$ cat src/mtev_pkg.sv
// mtev_pkg: shared widths, codes and controller/datapath interface types
// for the max-tree extinction value block. No dependencies.
`default_nettype none
package mtev_pkg;

	localparam int NODE_W        = 16;
	localparam int CNT_W         = 17;
	localparam int OUT_ATTR_W    = 32;
	localparam int DEF_MAX_NODES = 65536;
	localparam int DEF_ATTR_BITS = 32;

	localparam logic [CNT_W-1:0] NODE_COUNT_RST = CNT_W'(65536);

	localparam logic CMD_LOAD  = 1'b0;
	localparam logic CMD_QUERY = 1'b1;

	typedef struct packed {
		logic cap;
		logic clr_wr;
		logic node_wr;
		logic node_rd;
		logic best_rd_load;
		logic best_rd_walk;
		logic best_wr;
		logic walk_adv;
		logic res_err;
		logic res_root;
		logic res_attr;
	} mtev_cmd_t;

	typedef struct packed {
		logic node_ok;
		logic upd;
		logic greater;
		logic par_oob;
		logic par_root;
		logic best_other;
		logic step_end;
		logic clr_last;
	} mtev_st_t;

endpackage
`default_nettype wire

$ cat src/mtev_ctrl.sv
// mtev_ctrl: sequencer for the clear pass, node loads and leaf walks.
// Depends on mtev_pkg; drives mtev_dp through mtev_cmd_t.
`default_nettype none
module mtev_ctrl (
	input  wire logic               clk,
	input  wire logic               arst_n,
	input  wire logic               start,
	input  wire logic               cmd_in,
	input  wire mtev_pkg::mtev_st_t st,
	output mtev_pkg::mtev_cmd_t     cmd,
	output logic                    busy,
	output logic                    done
);
	import mtev_pkg::*;

	typedef enum logic [2:0] {
		S_CLEAR,
		S_IDLE,
		S_LD_WR,
		S_LD_CMP,
		S_Q_CHK,
		S_Q_PAR,
		S_Q_BEST
	} state_t;

	state_t state_q;
	logic   busy_q;
	logic   done_q;
	logic   res_any;

	always_comb begin
		cmd = '0;
		cmd.cap = start && !busy_q;
		unique case (state_q)
			S_CLEAR: begin
				cmd.clr_wr = 1'b1;
			end
			S_IDLE: begin
			end
			S_LD_WR: begin
				cmd.node_wr      = st.node_ok;
				cmd.best_rd_load = 1'b1;
			end
			S_LD_CMP: begin
				cmd.best_wr = st.greater;
			end
			S_Q_CHK: begin
				cmd.node_rd = st.node_ok;
				cmd.res_err = !st.node_ok;
			end
			S_Q_PAR: begin
				cmd.res_err      = st.par_oob;
				cmd.best_rd_walk = !st.par_oob;
			end
			S_Q_BEST: begin
				priority if (st.par_root) begin
					cmd.res_root = 1'b1;
				end else if (st.best_other) begin
					cmd.res_attr = 1'b1;
				end else if (st.step_end) begin
					cmd.res_err = 1'b1;
				end else begin
					cmd.walk_adv = 1'b1;
				end
			end
			default: begin
			end
		endcase
	end

	assign res_any = cmd.res_err || cmd.res_root || cmd.res_attr;

	always_ff @(posedge clk or negedge arst_n) begin
		if (!arst_n) begin
			state_q <= S_CLEAR;
			busy_q  <= 1'b1;
			done_q  <= 1'b0;
		end else begin
			done_q <= res_any;
			unique case (state_q)
				S_CLEAR: begin
					if (st.clr_last) begin
						state_q <= S_IDLE;
						busy_q  <= 1'b0;
					end
				end
				S_IDLE: begin
					if (cmd.cap) begin
						state_q <= (cmd_in == CMD_QUERY) ? S_Q_CHK : S_LD_WR;
						busy_q  <= 1'b1;
					end
				end
				S_LD_WR: begin
					if (st.upd) begin
						state_q <= S_LD_CMP;
					end else begin
						state_q <= S_IDLE;
						busy_q  <= 1'b0;
					end
				end
				S_LD_CMP: begin
					state_q <= S_IDLE;
					busy_q  <= 1'b0;
				end
				S_Q_CHK: begin
					if (st.node_ok) begin
						state_q <= S_Q_PAR;
					end else begin
						state_q <= S_IDLE;
						busy_q  <= 1'b0;
					end
				end
				S_Q_PAR: begin
					if (st.par_oob) begin
						state_q <= S_IDLE;
						busy_q  <= 1'b0;
					end else begin
						state_q <= S_Q_BEST;
					end
				end
				S_Q_BEST: begin
					if (res_any) begin
						state_q <= S_IDLE;
						busy_q  <= 1'b0;
					end else begin
						state_q <= S_Q_PAR;
					end
				end
				default: begin
					state_q <= S_IDLE;
					busy_q  <= 1'b0;
				end
			endcase
		end
	end

	assign busy = busy_q;
	assign done = done_q;

`ifndef SYNTH
	a_done_idle: assert property (@(posedge clk) disable iff (!arst_n)
		done_q |-> !busy_q) else $error("result strobe while busy");
	a_done_single: assert property (@(posedge clk) disable iff (!arst_n)
		done_q |=> !done_q) else $error("result strobe longer than one cycle");
	a_cap_busy: assert property (@(posedge clk) disable iff (!arst_n)
		cmd.cap |=> busy_q && !done_q) else $error("transfer not followed by busy");
	a_clear_block: assert property (@(posedge clk) disable iff (!arst_n)
		cmd.clr_wr |-> busy_q && !cmd.cap) else $error("transfer during clear pass");
`endif

endmodule
`default_nettype wire

$ cat config.mk
export PLATFORM = sky130hd
export DESIGN_NAME = mtev_ctrl
export DESIGN_NICKNAME = d
export VERILOG_FILES = /design/src/mtev_pkg.sv /design/src/mtev_ctrl.sv
export SDC_FILE = /design/constraint.sdc
export NUM_CORES = 1
export LEC_CHECK = 0
export BUFFER_PORTS_ARGS = -buffer_cell sky130_fd_sc_hd__buf_2
export CAP_MARGIN = 20
export CORE_AREA = 2 2 39 41
export DETAILED_ROUTE_END_ITERATION = 10
export DIE_AREA = 0 0 41 43
export GPL_ROUTABILITY_DRIVEN = 1
export SLEW_MARGIN = 5
export SYNTH_ARGS = -nofsm -noshare
export SYNTH_HDL_FRONTEND = slang
export SYNTH_SLANG_ARGS = --single-unit
$ cat constraint.sdc
create_clock -name clk -period 1.7 [get_ports clk]
set_input_delay 0.085 -clock clk [delete_from_list [all_inputs] [get_ports clk]]
set_output_delay 0.085 -clock clk [all_outputs]
set_load 0.005 [all_outputs]
## After elaboration in Yosys (flattened, before gate mapping)

Index checks and enable logic that the tools add are counted.

- Register bits: 5
- Output and inout port bits: 13
- Bits of input ports: 12

- Reductions and logical operators: 9
- Eq/ne operators: 12
- Multiplexer cells: 31

Operator list:

| operator | number |
|---|---|
| 2-to-1 mux 1 bit | 18 |
| 2-to-1 mux 3 bit | 6 |
| case mux 3 bit (6 select lines) | 1 |
| inequality test 2 bit (second input constant) | 6 |
| equality test 3 bit (second input constant) | 3 |
| 2-to-1 mux 2 bit | 4 |
| equality test 3 x 2 -> 1 bit (second input constant) | 2 |
| case mux 1 bit (6 select lines) | 1 |
| AND reduction 6 bit | 1 |
| equality test 3 x 1 -> 1 bit (second input constant) | 1 |
| logical NOT 1 bit | 3 |
| logical NOT 3 bit | 1 |
| case mux 1 bit (3 select lines) | 1 |
| logical OR 1 bit | 2 |
| AND reduction 2 bit | 1 |
| logical AND 1 bit | 1 |

## Longest topological paths before layout

- Word-level depth: 8
- Mapped depth: 5
- Depth with buffers taken out: 4

## Worst setup path after synthesis

OpenSTA, ideal clock, no wires.

- Path kind: register to register
- Start point: register state_q[1]
- End point: register busy_q (netlist: busy)
- Slack: 0.548 ns
- Path buffers: 1
- Data arrival time: 1.083 ns
- Cell stages (with the launch flop): 6
- Cell sequence: dfrtp_1 buf_6 and4bb_2 a31oi_1 and3_1 o21ai_2

- Cells in the longest elaborated chain, start to end: 6
- Elaborated cells on any way between the ends: 18
- Those cells by class: eq/ne (11); mux (3); reduce/logical (4)

Ends and longest elaborated chain:

| what | RTL line | source |
|---|---|---|
| from (decl) | mtev_ctrl.sv:26 | `state_t state_q;` |
| from (signal assigned) | mtev_ctrl.sv:89 | `state_q <= (cmd_in == CMD_QUERY) ? S_Q_CHK : S_LD_WR;` |
| equality test 3 bit | mtev_ctrl.sv:34, mtev_ctrl.sv:80 |  |
| case mux 1 bit (3 select lines) / 2-to-1 mux 2 bit (equally long branches) | mtev_ctrl.sv:34 | `unique case (state_q)` |
| logical OR 1 bit (2 in a row) | mtev_ctrl.sv:71 | `assign res_any = cmd.res_err \|\| cmd.res_root \|\| cmd.res_attr;` |
| inequality test 2 bit (no source line) | -- |  |
| AND reduction 6 bit (no source line) | -- |  |
| to (signal assigned) | mtev_ctrl.sv:76 | `busy_q <= 1'b1;` |
| to (signal assigned) | mtev_ctrl.sv:84 | `busy_q <= 1'b0;` |
| to (signal assigned) | mtev_ctrl.sv:90 | `busy_q <= 1'b1;` |
| to (decl) | mtev_ctrl.sv:27 | `logic busy_q;` |

Parallel ways exist; a longest one is shown, timed or not.
A chain may end at the register's enable or synchronous reset.

==> metrics.txt <==
status=completed; Setup TNS=0 ns; Max-slew headroom=71.9%; Max VDD drop=471 uV; Worst EP arrival=1.47 ns; actual slew at the worst max-slew pin=between 0.4 and 0.5 ns; htree depth=1; # Post-CTS Setup Buffers=0; xor/xnor cell area share of the yosys netlist=0%; Post-Synth Simple-Gate Area=47.6%; Worst Clk Skew=about 0.0013 ns; detailed-route via count=about 420; Post-Syn Area=415 um^2; antenna cells=0; register area share after synthesis=a little under a third; grt ovf=0; top post-synthesis cells by area=dfrtp_1, nor2b_1, dfstp_2; Power Density=approximately 1300 nW/um^2; Avg WL per Cell=10.4 um; first-pass GRT wire length=1.28 mm; Unique masters post-synth=27; Num Clock Sinks=5; initial antenna violation count=0; period utilisation layout=91.7%; Leak=0.315 nW; CTS Buf Count=3; Crit. End Element=primary output; Core Area=1380 um^2; RSZ-0062 raised after global routing=false; vias in the first global route=between 300 and 400; PortBufs=24; Max Cap Violations=0; Die Y=43 um; Resized Gates After CTS=0; share of cells above drive strength 1=43.8%; Antenna Nets Post-Route=0; Yosys warnings=0; crit-path max cell delay=~0.56 ns; kind of critical path=flip-flop to primary output; area leader, netlist=dfrtp_1; post-synthesis compound-gate area fraction=14.8%; post-synthesis adder-cell area fraction=0%; Die Area=1760 um^2; Post-Syn Instances=47; largest net degree at the start of global routing=16; initial core utilization=a little under a third; post-synthesis mux area share=0%; Setup WS pre-CTS=approximately 0.36 ns; Max Clk Rate=around 640 MHz; FF+latch count, synth=5; Fill cells=155; initial drt markers=3; CTS Root Cell=clkbuf_4; count of final hold-check violations=0; total nets after synthesis=59; Syn Area/Cell=8.84 um^2; Placed Area=between 500 and 600 um^2; Cell Rows=14; main combinational cell family by area after synthesis=simple AND/OR/NAND/NOR gates; Initial DRT Pass Iterations=4; Slew Viols, Final=0; maximum buffer depth of the clock tree=2; Final nets=86; drt total wl=929 um; routability congestion estimate from global placement=about 0.65; setup violators final=0; WP data required=1.62 ns; Max Fanout on Critical Path=13; Critical Path Start Type=flip-flop; Worst-path clk slew=about 0.040 ns; vias per inst=~4.8; die span in x=41 um; CTS tree=built; post-synth top area share=24.1%; Global Route Usage Sum=11.0%; clk_lat worst skew=around 0.24 ns; Slowest-stage cell, CP=dfrtp_1; Hold Crit Class=input port to flip-flop; hpwl dp=about 740 um; fin crit period=about 1.6 ns; Final WS setup=between 0.1 and 0.15 ns; Area Overhead vs Synth=37.0%; DR DRC count=0; # IOs=25; crit path cell chain=and2b_1 > nor3_2 > a31oi_1 > nor2b_1 > buf_2; final instance area=569 um^2
==> worst paths after layout <==
path	depth (start not counted)	end	start	slack [ns]
min in group asynchronous	2	done	arst_n	0.19
hold / removal	2	state_q[1]	cmd_in	0.07
setup reg to reg	4	busy	state_q[0]	0.36
setup / recovery	5	cmd[2]	state_q[0]	0.14
hold reg to reg	2	busy	busy	0.50
max in group asynchronous	2	busy	arst_n	1.30
==> critical path: cells and delay by family (launching register included) <==
| kind | cells | cell delay (ns) |
|---|---|---|
| DFF | 1 | 0.56 |
| buffers and inverters | 1 | 0.11 |
| and+or+nand+nor | 3 | 0.50 |
| AOI/OAI and AO/OA | 1 | 0.06 |
==> Yosys cell counts <==
| cell type | instances |
|---|---|
| clkbuf_1 | 1 |
| nand2_1 | 1 |
| buf_4 | 1 |
| o21ai_0 | 4 |
| nand2b_1 | 1 |
| and3b_1 | 1 |
| nor2_1 | 3 |
| nand3b_1 | 1 |
| and4bb_1 | 1 |
| nand3_1 | 2 |
| nor3_1 | 2 |
| and4bb_2 | 1 |
| inv_1 | 2 |
| dfrtp_1 | 4 |
| a21oi_1 | 1 |
| buf_6 | 1 |
| o21ai_2 | 1 |
| o21a_1 | 1 |
| nor2b_1 | 5 |
| nor3b_4 | 1 |
| dfstp_2 | 1 |
| and4b_1 | 2 |
| o211ai_1 | 1 |
| and2b_1 | 3 |
| a31oi_1 | 2 |
| and3_1 | 2 |
| nor3_2 | 1 |
==> where the power goes <==
part           internal (W)  switching, W  leakage [nW]
Clock             0.0000885     0.0000443        0.0150
Sequential         0.000173      0.000107        0.0620
Combinational      0.000186      0.000143         0.238
Total              0.000448      0.000294         0.315
==> layout by cell type, fill, tap and decap left out, drive strengths merged <==
master / synthesis / routed
a21oi: 1 / 1
a31oi: 2 / 2
and2b: 3 / 3
and3: 2 / 2
and3b: 1 / 1
and4b: 2 / 2
and4bb: 2 / 2
buf: 2 / 24
clkbuf: 1 / 4
dfrtp: 4 / 4
dfstp: 1 / 1
dlygate4sd3: 0 / 1
inv: 2 / 2
nand2: 1 / 1
nand2b: 1 / 1
nand3: 2 / 2
nand3b: 1 / 1
nor2: 3 / 3
nor2b: 5 / 5
nor3: 3 / 3
nor3b: 1 / 1
o211ai: 1 / 1
o21a: 1 / 1
o21ai: 5 / 5
==> timing repair <==
item	in CTS	in global routing
hold buffers	1	0
setup endpoints to repair	0	0
endpoints found under the hold margin	5	0
==> kinds of logic after synthesis <==
kind of cell / Yosys count
simple gates: 27
flops: 5
compound gates: 10
buf+inv: 5
==> per-stage QoR <==
step	std cells	hold slack (ns)	total power (W)	utilization [%]
2_1_floorplan	47	-0.211	0.000528	-
3_3_place_gp	84	-0.0963	0.000615	38.5
3_5_place_dp	84	-0.0940	0.000615	38.5
4_1_cts	89	0.0680	0.000759	41.1
5_1_grt	89	0.0872	0.000819	41.1
6_report	89	0.0670	0.000743	41.1
==> sequential cells by signal (all words and copies together) (netlist names) <==
signal and cells:
done 1, busy 1, state_q 3
==> metal layers <==
metal / global-route usage, % / up-vias / share of wire [%]
li1: - / 221 / -
met1: 13.5 / 187 / 43
met2: 15.6 / 14 / 49
met3: 1.57 / 2 / 6.9
met4: 10.0 / 0 / 0.54
met5: 0 / - / 0
==> area by class of cell <==
cell class | instances | area (um^2) | share of cell area (%)
clock buffers | 4 | 26.3 | 4.62
flip-flops and latches | 5 | 126 | 22.2
inverters | 2 | 7.51 | 1.32
well taps | 16 | 20.0 | 3.52
multi-input cells | 37 | 259 | 45.5
repair buffers | 25 | 130 | 22.9
Note: power is estimated with default switching activity, not from simulation.
